**src/pfr_pkg.sv**
```systemverilog
// Package: shared types, constants and helper functions of the ICMPv6 probe-reply filter.
package pfr_pkg;

  localparam int MAX_FRAME_BYTES = 2048;
  localparam int CNT_W = $clog2(MAX_FRAME_BYTES + 1);
  localparam int BND_W = CNT_W + 1;

  localparam logic [15:0] IDENT_WORD  = 16'hc3d4;
  localparam logic [15:0] SEQ_OFFSET  = 16'd33000;
  localparam int          IP6_HDR_LEN = 40;
  localparam int          PROBE_LEN   = 48;
  localparam int          ICMP_HDR_LEN = 8;
  localparam logic [7:0]  NH_ICMP6    = 8'd58;
  localparam logic [7:0]  NH_HOPOPT   = 8'd0;
  localparam logic [7:0]  NH_ROUTING  = 8'd43;
  localparam logic [7:0]  NH_DSTOPT   = 8'd60;
  localparam logic [7:0]  TYPE_ECHO_REPLY = 8'd129;
  localparam logic [7:0]  TYPE_UNREACH    = 8'd1;
  localparam logic [7:0]  TYPE_TIME_EXC   = 8'd3;

  // match flag bit positions
  localparam int F_VERSION = 0;
  localparam int F_DEST    = 1;
  localparam int F_CHAIN   = 2;
  localparam int F_CODE    = 3;
  localparam int F_IDENT   = 4;
  localparam int F_SEQ     = 5;
  localparam int F_PROBE   = 6;
  localparam int FLAG_W    = 7;

  typedef enum logic [1:0] {
    VERDICT_REJECT  = 2'd0,
    VERDICT_TIME    = 2'd1,
    VERDICT_UNREACH = 2'd2,
    VERDICT_ECHO    = 2'd3
  } verdict_t;

  typedef enum logic [2:0] {
    REG_OWN_HI    = 3'd0,
    REG_OWN_LO    = 3'd1,
    REG_TGT_HI    = 3'd2,
    REG_TGT_LO    = 3'd3,
    REG_PROBE_SEQ = 3'd4,
    REG_PROBE_CSUM = 3'd5,
    REG_SPARE6    = 3'd6,
    REG_SPARE7    = 3'd7
  } reg_idx_t;

  typedef struct packed {
    logic [63:0] own_hi;
    logic [63:0] own_lo;
    logic [63:0] tgt_hi;
    logic [63:0] tgt_lo;
    logic [15:0] probe_seq;
    logic [15:0] probe_csum;
  } cfg_t;

  // per-packet summary handed from the front to the back
  typedef struct packed {
    logic              too_long;
    logic [CNT_W-1:0]  byte_count;
    logic [FLAG_W-1:0] flags;
    logic [15:0]       payload_length;
    logic [CNT_W-1:0]  icmp_start;
    logic [31:0]       checksum_sum;
    logic [15:0]       rx_checksum;
    logic [7:0]        message_type;
    logic [63:0]       src_hi;
    logic [63:0]       src_lo;
  } summary_t;

  typedef struct packed {
    verdict_t    verdict;
    logic [63:0] resp_hi;
    logic [63:0] resp_lo;
  } result_t;

  function automatic logic [7:0] addr_byte(input logic [63:0] hi, input logic [63:0] lo,
                                           input logic [3:0] k);
    logic [63:0] w;
    logic [5:0]  sh;
    w  = k[3] ? lo : hi;
    sh = {3'(3'd7 - k[2:0]), 3'b000};
    return w[sh +: 8];
  endfunction

  function automatic logic [15:0] seq_word(input cfg_t c);
    return c.probe_seq + SEQ_OFFSET;
  endfunction

  // byte i of the probe as it was sent; hop limit is never compared
  function automatic logic [7:0] probe_byte(input cfg_t c, input logic [5:0] i);
    logic [15:0] sw;
    logic [5:0]  k;
    sw = seq_word(c);
    k  = 6'(i - 6'd8);
    priority if (i == 6'd0)  return 8'h60;
    else if (i == 6'd5)      return 8'd8;
    else if (i == 6'd6)      return NH_ICMP6;
    else if (i < 6'd8)       return 8'd0;
    else if (i < 6'd24)      return addr_byte(c.own_hi, c.own_lo, k[3:0]);
    else if (i < 6'd40)      return addr_byte(c.tgt_hi, c.tgt_lo, k[3:0]);
    else if (i == 6'd40)     return 8'd128;
    else if (i == 6'd42)     return c.probe_csum[15:8];
    else if (i == 6'd43)     return c.probe_csum[7:0];
    else if (i == 6'd44)     return IDENT_WORD[15:8];
    else if (i == 6'd45)     return IDENT_WORD[7:0];
    else if (i == 6'd46)     return sw[15:8];
    else if (i == 6'd47)     return sw[7:0];
    else                     return 8'd0;
  endfunction

endpackage

```
**src/pfr_front.sv**
```systemverilog
// Front end: parses the byte stream and builds one summary per packet.
module pfr_front (
  input  logic                clk,
  input  logic                rst_n,
  input  pfr_pkg::cfg_t       cfg,
  input  logic                byte_valid,
  input  logic [7:0]          data_byte,
  input  logic                last,
  output logic                sum_push,
  output pfr_pkg::summary_t   sum_data
);

  logic [pfr_pkg::CNT_W-1:0]  bc_r, bc_nxt;
  logic [15:0]                plen_r, plen_nxt;
  logic [7:0]                 pnh_r, pnh_nxt;
  logic [pfr_pkg::BND_W-1:0]  bnd_r, bnd_nxt;
  logic [pfr_pkg::CNT_W-1:0]  icmp_r, icmp_nxt;
  logic [31:0]                csum_r, csum_nxt;
  logic [63:0]                srchi_r, srchi_nxt, srclo_r, srclo_nxt;
  logic [7:0]                 mtype_r, mtype_nxt;
  logic [pfr_pkg::FLAG_W-1:0] flags_r, flags_nxt;
  logic [15:0]                rxc_r, rxc_nxt;
  logic                       due_r, due_nxt;
  logic                       tl_r, tl_nxt;

  logic                       proc;
  logic [pfr_pkg::CNT_W-1:0]  pos, rel, k;
  logic [pfr_pkg::BND_W:0]    bnd_sum, bnd_p1;
  logic [15:0]                addend;
  logic                       do_add;
  logic [15:0]                sw;
  logic [5:0]                 pidx;

  always_comb begin
    bc_nxt    = bc_r;
    plen_nxt  = plen_r;
    pnh_nxt   = pnh_r;
    bnd_nxt   = bnd_r;
    icmp_nxt  = icmp_r;
    csum_nxt  = csum_r;
    srchi_nxt = srchi_r;
    srclo_nxt = srclo_r;
    mtype_nxt = mtype_r;
    flags_nxt = flags_r;
    rxc_nxt   = rxc_r;
    due_nxt   = due_r;
    tl_nxt    = tl_r;
    pos       = bc_r;
    proc      = bc_r < pfr_pkg::CNT_W'(pfr_pkg::MAX_FRAME_BYTES);
    k         = pos - pfr_pkg::CNT_W'(24);
    bnd_sum   = {1'b0, bnd_r} + (pfr_pkg::BND_W+1)'(8) + (pfr_pkg::BND_W+1)'({data_byte, 3'b000});
    bnd_p1    = {1'b0, bnd_r} + (pfr_pkg::BND_W+1)'(1);
    addend    = pos[0] ? {8'd0, data_byte} : {data_byte, 8'd0};
    do_add    = 1'b0;
    rel       = '0;
    sw        = pfr_pkg::seq_word(cfg);
    pidx      = '0;

    if (byte_valid) begin
      if (proc) begin
        if (pos == '0 && data_byte[7:4] != 4'd6) flags_nxt[pfr_pkg::F_VERSION] = 1'b0;
        if (pos == pfr_pkg::CNT_W'(4)) plen_nxt = {data_byte, 8'd0};
        if (pos == pfr_pkg::CNT_W'(5)) plen_nxt = plen_r | {8'd0, data_byte};
        if (pos == pfr_pkg::CNT_W'(6)) pnh_nxt = data_byte;
        if (pos >= pfr_pkg::CNT_W'(8) && pos < pfr_pkg::CNT_W'(16))
          srchi_nxt = {srchi_r[55:0], data_byte};
        if (pos >= pfr_pkg::CNT_W'(16) && pos < pfr_pkg::CNT_W'(24))
          srclo_nxt = {srclo_r[55:0], data_byte};
        if (pos >= pfr_pkg::CNT_W'(24) && pos < pfr_pkg::CNT_W'(40) &&
            data_byte != pfr_pkg::addr_byte(cfg.own_hi, cfg.own_lo, k[3:0]))
          flags_nxt[pfr_pkg::F_DEST] = 1'b0;
        if (pos >= pfr_pkg::CNT_W'(8) && pos < pfr_pkg::CNT_W'(40)) do_add = 1'b1;

        // extension header walk
        if (pos >= pfr_pkg::CNT_W'(pfr_pkg::IP6_HDR_LEN) && icmp_r == '0 &&
            flags_r[pfr_pkg::F_CHAIN]) begin
          if (due_r && {2'b00, pos} == bnd_p1) begin
            if (bnd_sum > (pfr_pkg::BND_W+1)'(pfr_pkg::MAX_FRAME_BYTES))
              bnd_nxt = '1;
            else
              bnd_nxt = bnd_sum[pfr_pkg::BND_W-1:0];
            due_nxt = 1'b0;
          end else if (!due_r && {1'b0, pos} == bnd_r) begin
            if (pnh_r == pfr_pkg::NH_HOPOPT || pnh_r == pfr_pkg::NH_ROUTING ||
                pnh_r == pfr_pkg::NH_DSTOPT) begin
              pnh_nxt = data_byte;
              due_nxt = 1'b1;
            end else if (pnh_r == pfr_pkg::NH_ICMP6) begin
              icmp_nxt = pos;
            end else begin
              flags_nxt[pfr_pkg::F_CHAIN] = 1'b0;
            end
          end
        end

        // ICMP part; the start byte itself counts as offset zero
        if (icmp_nxt != '0 && pos >= icmp_nxt) begin
          rel  = pos - icmp_nxt;
          pidx = 6'(rel - pfr_pkg::CNT_W'(pfr_pkg::ICMP_HDR_LEN));
          if (rel == pfr_pkg::CNT_W'(2)) rxc_nxt = {data_byte, 8'd0};
          else if (rel == pfr_pkg::CNT_W'(3)) rxc_nxt = rxc_r | {8'd0, data_byte};
          else do_add = 1'b1;
          if (rel == '0) mtype_nxt = data_byte;
          if (rel == pfr_pkg::CNT_W'(1) && data_byte != 8'd0)
            flags_nxt[pfr_pkg::F_CODE] = 1'b0;
          if (rel == pfr_pkg::CNT_W'(4) && data_byte != pfr_pkg::IDENT_WORD[15:8])
            flags_nxt[pfr_pkg::F_IDENT] = 1'b0;
          if (rel == pfr_pkg::CNT_W'(5) && data_byte != pfr_pkg::IDENT_WORD[7:0])
            flags_nxt[pfr_pkg::F_IDENT] = 1'b0;
          if (rel == pfr_pkg::CNT_W'(6) && data_byte != sw[15:8])
            flags_nxt[pfr_pkg::F_SEQ] = 1'b0;
          if (rel == pfr_pkg::CNT_W'(7) && data_byte != sw[7:0])
            flags_nxt[pfr_pkg::F_SEQ] = 1'b0;
          if (rel >= pfr_pkg::CNT_W'(pfr_pkg::ICMP_HDR_LEN) &&
              rel < pfr_pkg::CNT_W'(pfr_pkg::ICMP_HDR_LEN + pfr_pkg::PROBE_LEN) &&
              pidx != 6'd7 && data_byte != pfr_pkg::probe_byte(cfg, pidx))
            flags_nxt[pfr_pkg::F_PROBE] = 1'b0;
        end

        if (do_add) csum_nxt = csum_r + {16'd0, addend};
        bc_nxt = bc_r + pfr_pkg::CNT_W'(1);
      end else begin
        tl_nxt = 1'b1;
      end
    end
  end

  always_comb begin
    sum_push                = byte_valid && last;
    sum_data.too_long       = tl_nxt;
    sum_data.byte_count     = bc_nxt;
    sum_data.flags          = flags_nxt;
    sum_data.payload_length = plen_nxt;
    sum_data.icmp_start     = icmp_nxt;
    sum_data.checksum_sum   = csum_nxt;
    sum_data.rx_checksum    = rxc_nxt;
    sum_data.message_type   = mtype_nxt;
    sum_data.src_hi         = srchi_nxt;
    sum_data.src_lo         = srclo_nxt;
  end

  always_ff @(posedge clk) begin
    if (!rst_n || sum_push) begin
      bc_r    <= '0;
      plen_r  <= '0;
      pnh_r   <= '0;
      bnd_r   <= pfr_pkg::BND_W'(pfr_pkg::IP6_HDR_LEN);
      icmp_r  <= '0;
      csum_r  <= '0;
      srchi_r <= '0;
      srclo_r <= '0;
      mtype_r <= '0;
      flags_r <= '1;
      rxc_r   <= '0;
      due_r   <= 1'b0;
      tl_r    <= 1'b0;
    end else begin
      bc_r    <= bc_nxt;
      plen_r  <= plen_nxt;
      pnh_r   <= pnh_nxt;
      bnd_r   <= bnd_nxt;
      icmp_r  <= icmp_nxt;
      csum_r  <= csum_nxt;
      srchi_r <= srchi_nxt;
      srclo_r <= srclo_nxt;
      mtype_r <= mtype_nxt;
      flags_r <= flags_nxt;
      rxc_r   <= rxc_nxt;
      due_r   <= due_nxt;
      tl_r    <= tl_nxt;
    end
  end

`ifndef SYNTHESIS
  a_clear_after_last: assert property (@(posedge clk) disable iff (!rst_n)
    sum_push |=> (bc_r == '0 && icmp_r == '0 && !tl_r))
    else $error("packet state not cleared after last byte");
  a_count_bounded: assert property (@(posedge clk) disable iff (!rst_n)
    bc_r <= pfr_pkg::CNT_W'(pfr_pkg::MAX_FRAME_BYTES))
    else $error("byte count beyond frame limit");
  a_icmp_after_hdr: assert property (@(posedge clk) disable iff (!rst_n)
    icmp_r == '0 || icmp_r >= pfr_pkg::CNT_W'(pfr_pkg::IP6_HDR_LEN))
    else $error("ICMP start inside IPv6 header");
  a_overlong_flag: assert property (@(posedge clk) disable iff (!rst_n)
    (byte_valid && !last && !proc) |=> tl_r)
    else $error("overlong packet not marked");
`endif

endmodule

```
**src/pfr_sum_fifo.sv**
```systemverilog
// Two-entry queue of packet summaries between front and back.
module pfr_sum_fifo (
  input  logic              clk,
  input  logic              rst_n,
  input  logic              push,
  input  pfr_pkg::summary_t wdata,
  output logic              full,
  input  logic              pop,
  output pfr_pkg::summary_t rdata,
  output logic              empty
);

  pfr_pkg::summary_t mem_r [2];
  logic       wp_r, wp_nxt, rp_r, rp_nxt;
  logic [1:0] cnt_r, cnt_nxt;
  logic       do_push, do_pop;

  always_comb begin
    full    = cnt_r == 2'd2;
    empty   = cnt_r == 2'd0;
    do_push = push && !full;
    do_pop  = pop && !empty;
    rdata   = mem_r[rp_r];
    wp_nxt  = wp_r ^ do_push;
    rp_nxt  = rp_r ^ do_pop;
    cnt_nxt = cnt_r + 2'(do_push) - 2'(do_pop);
  end

  always_ff @(posedge clk) begin
    if (!rst_n) begin
      wp_r  <= 1'b0;
      rp_r  <= 1'b0;
      cnt_r <= 2'd0;
    end else begin
      wp_r  <= wp_nxt;
      rp_r  <= rp_nxt;
      cnt_r <= cnt_nxt;
    end
  end

  always_ff @(posedge clk) begin
    if (do_push) mem_r[wp_r] <= wdata;
  end

`ifndef SYNTHESIS
  a_cnt_range: assert property (@(posedge clk) disable iff (!rst_n) cnt_r <= 2'd2)
    else $error("summary queue count out of range");
  a_ptr_match: assert property (@(posedge clk) disable iff (!rst_n)
    (cnt_r == 2'd1) == (wp_r != rp_r))
    else $error("summary queue pointers disagree with count");
  a_no_overflow: assert property (@(posedge clk) disable iff (!rst_n)
    (full && !do_pop) |=> full)
    else $error("summary queue lost an entry");
`endif

endmodule

```
**src/pfr_back.sv**
```systemverilog
// Back end: turns a packet summary into a verdict and queues the result.
module pfr_back (
  input  logic              clk,
  input  logic              rst_n,
  input  pfr_pkg::cfg_t     cfg,
  input  logic              sum_empty,
  input  pfr_pkg::summary_t sum_data,
  output logic              sum_pop,
  input  logic              res_pop,
  output logic              res_empty,
  output pfr_pkg::result_t  res_data
);

  pfr_pkg::result_t res_r [2];
  logic       wp_r, wp_nxt, rp_r, rp_nxt;
  logic [1:0] cnt_r, cnt_nxt;
  logic       do_res_pop;

  pfr_pkg::verdict_t          v;
  pfr_pkg::result_t           res_new;
  logic [pfr_pkg::CNT_W-1:0]  ulen;
  logic [16:0]                tot_len;
  logic [31:0]                sum;
  logic [16:0]                f1, f2;
  logic                       need_ok, csum_ok, type_ok, echo_ok;

  always_comb begin
    ulen    = sum_data.byte_count - sum_data.icmp_start;
    tot_len = {1'b0, sum_data.payload_length} + 17'(pfr_pkg::IP6_HDR_LEN);
    sum     = sum_data.checksum_sum + 32'(ulen) + 32'(pfr_pkg::NH_ICMP6);
    f1      = {1'b0, sum[15:0]} + {1'b0, sum[31:16]};
    f2      = {1'b0, f1[15:0]} + 17'(f1[16]);
    csum_ok = ~f2[15:0] == sum_data.rx_checksum;
    need_ok = sum_data.flags[pfr_pkg::F_VERSION] && sum_data.flags[pfr_pkg::F_DEST] &&
              sum_data.flags[pfr_pkg::F_CHAIN];
    type_ok = sum_data.message_type == pfr_pkg::TYPE_ECHO_REPLY ||
              sum_data.message_type == pfr_pkg::TYPE_UNREACH ||
              sum_data.message_type == pfr_pkg::TYPE_TIME_EXC;
    echo_ok = sum_data.flags[pfr_pkg::F_CODE] && sum_data.flags[pfr_pkg::F_IDENT] &&
              sum_data.flags[pfr_pkg::F_SEQ] && sum_data.src_hi == cfg.tgt_hi &&
              sum_data.src_lo == cfg.tgt_lo;

    priority if (sum_data.too_long ||
                 sum_data.byte_count < pfr_pkg::CNT_W'(pfr_pkg::IP6_HDR_LEN))
      v = pfr_pkg::VERDICT_REJECT;
    else if (!need_ok) v = pfr_pkg::VERDICT_REJECT;
    else if (tot_len != 17'(sum_data.byte_count)) v = pfr_pkg::VERDICT_REJECT;
    else if (sum_data.icmp_start == '0 || ulen < pfr_pkg::CNT_W'(pfr_pkg::ICMP_HDR_LEN))
      v = pfr_pkg::VERDICT_REJECT;
    else if (!type_ok || !csum_ok) v = pfr_pkg::VERDICT_REJECT;
    else if (sum_data.message_type == pfr_pkg::TYPE_ECHO_REPLY)
      v = echo_ok ? pfr_pkg::VERDICT_ECHO : pfr_pkg::VERDICT_REJECT;
    else if (ulen < pfr_pkg::CNT_W'(pfr_pkg::ICMP_HDR_LEN + pfr_pkg::PROBE_LEN) ||
             !sum_data.flags[pfr_pkg::F_PROBE])
      v = pfr_pkg::VERDICT_REJECT;
    else if (sum_data.message_type == pfr_pkg::TYPE_TIME_EXC)
      v = sum_data.flags[pfr_pkg::F_CODE] ? pfr_pkg::VERDICT_TIME : pfr_pkg::VERDICT_REJECT;
    else v = pfr_pkg::VERDICT_UNREACH;

    res_new.verdict = v;
    res_new.resp_hi = (v != pfr_pkg::VERDICT_REJECT) ? sum_data.src_hi : 64'd0;
    res_new.resp_lo = (v != pfr_pkg::VERDICT_REJECT) ? sum_data.src_lo : 64'd0;
  end

  always_comb begin
    res_empty  = cnt_r == 2'd0;
    res_data   = res_r[rp_r];
    sum_pop    = !sum_empty && cnt_r != 2'd2;
    do_res_pop = res_pop && !res_empty;
    wp_nxt     = wp_r ^ sum_pop;
    rp_nxt     = rp_r ^ do_res_pop;
    cnt_nxt    = cnt_r + 2'(sum_pop) - 2'(do_res_pop);
  end

  always_ff @(posedge clk) begin
    if (!rst_n) begin
      wp_r  <= 1'b0;
      rp_r  <= 1'b0;
      cnt_r <= 2'd0;
    end else begin
      wp_r  <= wp_nxt;
      rp_r  <= rp_nxt;
      cnt_r <= cnt_nxt;
    end
  end

  always_ff @(posedge clk) begin
    if (sum_pop) res_r[wp_r] <= res_new;
  end

`ifndef SYNTHESIS
  a_res_cnt: assert property (@(posedge clk) disable iff (!rst_n) cnt_r <= 2'd2)
    else $error("result queue count out of range");
  a_reject_zero: assert property (@(posedge clk) disable iff (!rst_n)
    (!res_empty && res_data.verdict == pfr_pkg::VERDICT_REJECT) |->
    (res_data.resp_hi == 64'd0 && res_data.resp_lo == 64'd0))
    else $error("rejected result carries an address");
  a_pop_moves: assert property (@(posedge clk) disable iff (!rst_n)
    (sum_pop && !do_res_pop) |=> !res_empty)
    else $error("verdict not queued");
`endif

endmodule

```
**src/icmpv6_probe_reply_filter.sv**
```systemverilog
// Top level of the ICMPv6 probe-reply filter: config registers and front/back hookup.
// Takes one packet byte per clock, back to back, while the summary queue is not full,
// starting at the IPv6 header. The front end parses each byte in the cycle it is
// accepted; on the byte marked last it hands a packet summary into a two-entry queue,
// and the back end turns a queued summary into a verdict whenever the result queue has
// room. Verdict and responder address wait in a two-entry result queue; push stalls
// whenever the summary queue is full. Registers are 64 bits wide at byte address
// 8*index and must be written while no packet is in flight.
module icmpv6_probe_reply_filter (
  input  logic        clk,
  input  logic        rst_n,
  input  logic        push,
  output logic        full,
  input  logic [7:0]  in_data_byte,
  input  logic        in_last,
  output logic        empty,
  input  logic        pop,
  output logic [1:0]  out_verdict,
  output logic [63:0] out_responder_hi,
  output logic [63:0] out_responder_lo,
  input  logic        psel,
  input  logic        penable,
  input  logic        pwrite,
  input  logic [5:0]  paddr,
  input  logic [63:0] pwdata,
  output logic [63:0] prdata,
  output logic        pready
);

  pfr_pkg::cfg_t     cfg_r;
  pfr_pkg::reg_idx_t ridx;
  logic              wr_en;
  logic              byte_valid, sum_push, sum_full, sum_empty, sum_pop;
  pfr_pkg::summary_t sum_in, sum_out;
  pfr_pkg::result_t  res;

  assign pready = 1'b1;
  assign ridx   = pfr_pkg::reg_idx_t'(paddr[5:3]);
  assign wr_en  = psel && penable && pwrite;

  always_ff @(posedge clk) begin
    if (!rst_n) begin
      cfg_r <= '0;
    end else if (wr_en) begin
      unique case (ridx)
        pfr_pkg::REG_OWN_HI:     cfg_r.own_hi     <= pwdata;
        pfr_pkg::REG_OWN_LO:     cfg_r.own_lo     <= pwdata;
        pfr_pkg::REG_TGT_HI:     cfg_r.tgt_hi     <= pwdata;
        pfr_pkg::REG_TGT_LO:     cfg_r.tgt_lo     <= pwdata;
        pfr_pkg::REG_PROBE_SEQ:  cfg_r.probe_seq  <= pwdata[15:0];
        pfr_pkg::REG_PROBE_CSUM: cfg_r.probe_csum <= pwdata[15:0];
        default: ;
      endcase
    end
  end

  always_comb begin
    unique case (ridx)
      pfr_pkg::REG_OWN_HI:     prdata = cfg_r.own_hi;
      pfr_pkg::REG_OWN_LO:     prdata = cfg_r.own_lo;
      pfr_pkg::REG_TGT_HI:     prdata = cfg_r.tgt_hi;
      pfr_pkg::REG_TGT_LO:     prdata = cfg_r.tgt_lo;
      pfr_pkg::REG_PROBE_SEQ:  prdata = {48'd0, cfg_r.probe_seq};
      pfr_pkg::REG_PROBE_CSUM: prdata = {48'd0, cfg_r.probe_csum};
      default:                 prdata = 64'd0;
    endcase
  end

  assign full       = sum_full;
  assign byte_valid = push && !sum_full;

  pfr_front u_front (
    .clk       (clk),
    .rst_n     (rst_n),
    .cfg       (cfg_r),
    .byte_valid(byte_valid),
    .data_byte (in_data_byte),
    .last      (in_last),
    .sum_push  (sum_push),
    .sum_data  (sum_in)
  );

  pfr_sum_fifo u_sum_fifo (
    .clk  (clk),
    .rst_n(rst_n),
    .push (sum_push),
    .wdata(sum_in),
    .full (sum_full),
    .pop  (sum_pop),
    .rdata(sum_out),
    .empty(sum_empty)
  );

  pfr_back u_back (
    .clk      (clk),
    .rst_n    (rst_n),
    .cfg      (cfg_r),
    .sum_empty(sum_empty),
    .sum_data (sum_out),
    .sum_pop  (sum_pop),
    .res_pop  (pop),
    .res_empty(empty),
    .res_data (res)
  );

  assign out_verdict      = res.verdict;
  assign out_responder_hi = res.resp_hi;
  assign out_responder_lo = res.resp_lo;

endmodule

```
**config.mk**
```make
export PLATFORM = sky130hd
export DESIGN_NAME = icmpv6_probe_reply_filter
export DESIGN_NICKNAME = d
export VERILOG_FILES = /design/src/pfr_pkg.sv /design/src/pfr_front.sv /design/src/pfr_sum_fifo.sv /design/src/pfr_back.sv /design/src/icmpv6_probe_reply_filter.sv
export SDC_FILE = /design/constraint.sdc
export NUM_CORES = 2
export LEC_CHECK = 0
export ABC_AREA = 1
export BUFFER_PORTS_ARGS = -buffer_cell sky130_fd_sc_hd__buf_2
export CAP_MARGIN = 20
export CORE_ASPECT_RATIO = 1.4
export CORE_MARGIN = 2
export CORE_UTILIZATION = 63
export CTS_CLUSTER_SIZE = 25
export DETAILED_ROUTE_END_ITERATION = 8
export PLACE_DENSITY = 0.77
export SLEW_MARGIN = 5
export SYNTH_ARGS = -nofsm -noshare
export SYNTH_HDL_FRONTEND = slang
export SYNTH_HIERARCHICAL = 1
export SYNTH_SLANG_ARGS = --single-unit
```
**constraint.sdc**
```tcl
create_clock -name clk -period 8.9 [get_ports clk]
set_input_delay 0.445 -clock clk [delete_from_list [all_inputs] [get_ports clk]]
set_output_delay 0.445 -clock clk [all_outputs]
set_load 0.005 [all_outputs]
```
==> summary.txt <==
vias in the first global route - 52.2k
period utilisation layout - 0.939
Synth Area in Compound Gates - 0.0719
Final Max Tran Viols - 0
M2 GR Usage - 0.626
mux contribution to synthesized area - 0.0707
Seq cells post-synth - 1,274
final setup fails - 0
CP max stage delay - 0.36 ns
TritonCTS Buffers - 117
Port Buffers - 278
Worst EP required - 9.42 ns
CTS tree - built
Syn Area/Cell - 8.69 µm²
top cells by count, synth - nand2_1 (1,524), nor2_1 (1,160), inv_1 (981)
main combinational cell family by area after synthesis - simple AND/OR/NAND/NOR gates
clk slew on worst S/H paths - 0.08 ns
Seq/Total Area, Yosys - 0.488
Power Density - 295 nW/µm²
worst setup path class - reg2reg
number of flops mapped to enable cells by yosys - 724
max cap viols - 0
Synth Flop Type - edfxtp_1
post-placement cell count - 9,087
io pins - 283
Synth Area in Simple Gates - 0.229
met3 Usage GRT - 0.0814
top-area cell type share of the netlist area - 0.324
Nets - 8,078
Worst-Margin Slew - 1.22 ns
layout cells sized above 1 - 0.155
core utilization of the finished layout - 0.699
Tmin final - 8.36 ns
Clock Path Buffers - 3
final worst slack - 0.540 ns
Final Hold Vio Count - 0
CP Max Fanout - 8
total iterations of the first detailed-routing run - 6
Leak Pwr - 31.8 nW
Yosys top cell by area - edfxtp_1
GR Util met1 - 0.426
H-tree depth - 3
fillers - 8,200
CP Capture Type - flop
slowest CP cell - dfxtp_4
most numerous cell on the critical path - nand2_1
cells after synthesis - 7,731
total die area - 109,000 µm²
total global routing track utilization - 0.381
clk sinks - 1,274
Highest Clock Rate - 120 MHz
HPWL Detailed - 149 mm
net count after synthesis - 7,939
Layout area overhead - 9.93%
WL per Instance - 22.8 µm
final setup skew - 0.0881 ns
initial antenna violation count - 3
Unique masters post-synth - 70
vias per inst - 5.89
Synth area leaders - edfxtp_1 (32%), dfxtp_1 (16%), nand2_1 (8.5%)
Peak supply drop - 0.000464 V
Ys Warns - 6
gpl congestion - 1.08
min-delay worst type - in2reg
Post-Place Setup Slack - 0.0959 ns
GR peak layer - met2
Slew headroom - 0.180
die extent in x - 280 µm
DRT iter0 DRCs - 6,074
Finished Layout Cells - 9,336
most numerous cell in the Yosys netlist - nand2_1
Adder-Cell Fraction of Synth Area - 0.0234
outcome - finished, final reports clean
root buffer cell - clkbuf_16
chip height - 390 µm
number of core rows - 141
Post-Route WL - 213 mm
starting density of the core - 0.636
cell area after synthesis - 67,200 µm²
Worst EP arrival - 8.88 ns
Async SR Flop Fraction - 0
cts hold-fix bufs - 0
xor and xnor area share after synthesis - 0.0304
largest net degree at the start of global routing - 202
final hold slack - 0.0702 ns
Vias - 55.0k
first-pass GRT wire length - 313 mm
Startpoint Class - flop
worst skew pair latency - 0.77 ns
drc violations - 0
Core ar. - 106,000 µm²
GRT overflow - 0
Routed Antenna Nets - 0
## critical path, delay by kind of cell, from the launching register on
kind	cells	cell delay, ns
buffers and inverters	10	1.28
adders and majority gates	7	1.80
and+or+nand+nor	27	2.60
muxes	1	0.34
xor gates and xnor gates	2	0.41
DFF	1	0.36
AOI/OAI and AO/OA	11	1.38
## through the flow
step	total power (W)	area [µm²]	setup TNS, ns
after floorplan	0.0137	67200	0
after global placement	0.0160	69300	0
after detailed placement	0.0160	69300	0
after CTS	0.0214	73400	0
after global routing	0.0230	73800	-0.0400
final	0.0218	73800	0
## power by group
part	switching, W	internal [W]
logic	0.00599	0.00340
registers	0.000182	0.00686
clock network	0.00232	0.00305
total	0.00849	0.0133
## cell families (layout without fill, tap and decap cells)
group | Yosys count | in the layout
buffers and inverters | 1385 | 1629
AO/OA/AOI/OAI | 822 | 822
flip-flops | 1274 | 1274
other | 1 | 4
multiplexers | 362 | 362
XOR/XNOR | 230 | 230
adder cells (fa/ha/maj) | 122 | 122
AND/OR/NAND/NOR | 3535 | 3535
## placed cells by master (no fill, tap or decap), types with 16 or more instances in the layout
cell,count
nand2_1,1517
nor2_1,1152
inv_1,977
edfxtp_1,724
dfxtp_1,546
nand3_1,428
a21oi_1,282
buf_2,277
o21ai_0,210
mux2_2,182
mux2_4,180
xor2_1,130
clkbuf_16,120
nand4_1,113
nor2_4,110
o22ai_1,110
ha_1,101
xnor2_1,94
buf_4,88
a211oi_1,82
nor3_1,75
inv_2,29
nand2_2,27
or2_2,27
clkbuf_1,22
a31oi_1,22
clkinv_2,21
buf_12,19
and2_1,19
clkinv_1,17
clkbuf_8,16
## final timing paths
path | from | slack [ns] | end | depth (start not counted)
worst max-delay path | flop | 0.54 | u_back/res_r[1][68]$_DFFE_PP_ | 58
worst min-delay path | pwdata[52] | 0.07 | cfg_r[84]$_SDFFE_PN0P_ | 5
worst max register to register | flop | 0.54 | u_back/res_r[1][68]$_DFFE_PP_ | 58
worst min register to register | u_back/rp_r$_SDFF_PN0_ | 0.44 | flop | 1
## final cells by class
| cell class | count | area, µm² | share of cell area |
|---|---|---|---|
| Antenna cell | 3 | 7.51 | 0.000102 |
| Clock buffer | 158 | 3290 | 0.0445 |
| Clock inverter | 66 | 833 | 0.0113 |
| Inverter | 1014 | 3810 | 0.0517 |
| Multi-Input combinational cell | 5072 | 28900 | 0.391 |
| Sequential cell | 1274 | 32800 | 0.444 |
| Tap cell | 1358 | 1700 | 0.0230 |
| Timing Repair Buffer | 391 | 2540 | 0.0344 |
## state kept, by name, summed over array words and instances (netlist names), 2 cells and up, named ones only
name,cells
u_front/mtype_r,8
cfg_r,288
u_back/res_r,260
u_front/icmp_r,12
u_front/pnh_r,8
u_front/flags_r,7
u_front/bc_r,12
u_sum_fifo/mem_r,464
u_front/srchi_r,64
u_back/cnt_r,2
u_front/plen_r,16
u_front/rxc_r,16
u_front/csum_r,32
u_front/bnd_r,11
u_sum_fifo/cnt_r,2
u_front/srclo_r,64
## metal layers
layer  up-vias  routed length [µm]
met3       834               19000
li1      25500                   -
met4         4               20600
met1     25800               72700
met5         -                  26
met2      2777              101000
## repair_timing
action | CTS | global route
buffers inserted | 0 | 18
endpoints found under the setup margin | 0 | 260
resized for setup | 0 | 46
No activity file was read; power rests on OpenSTA's default activity.
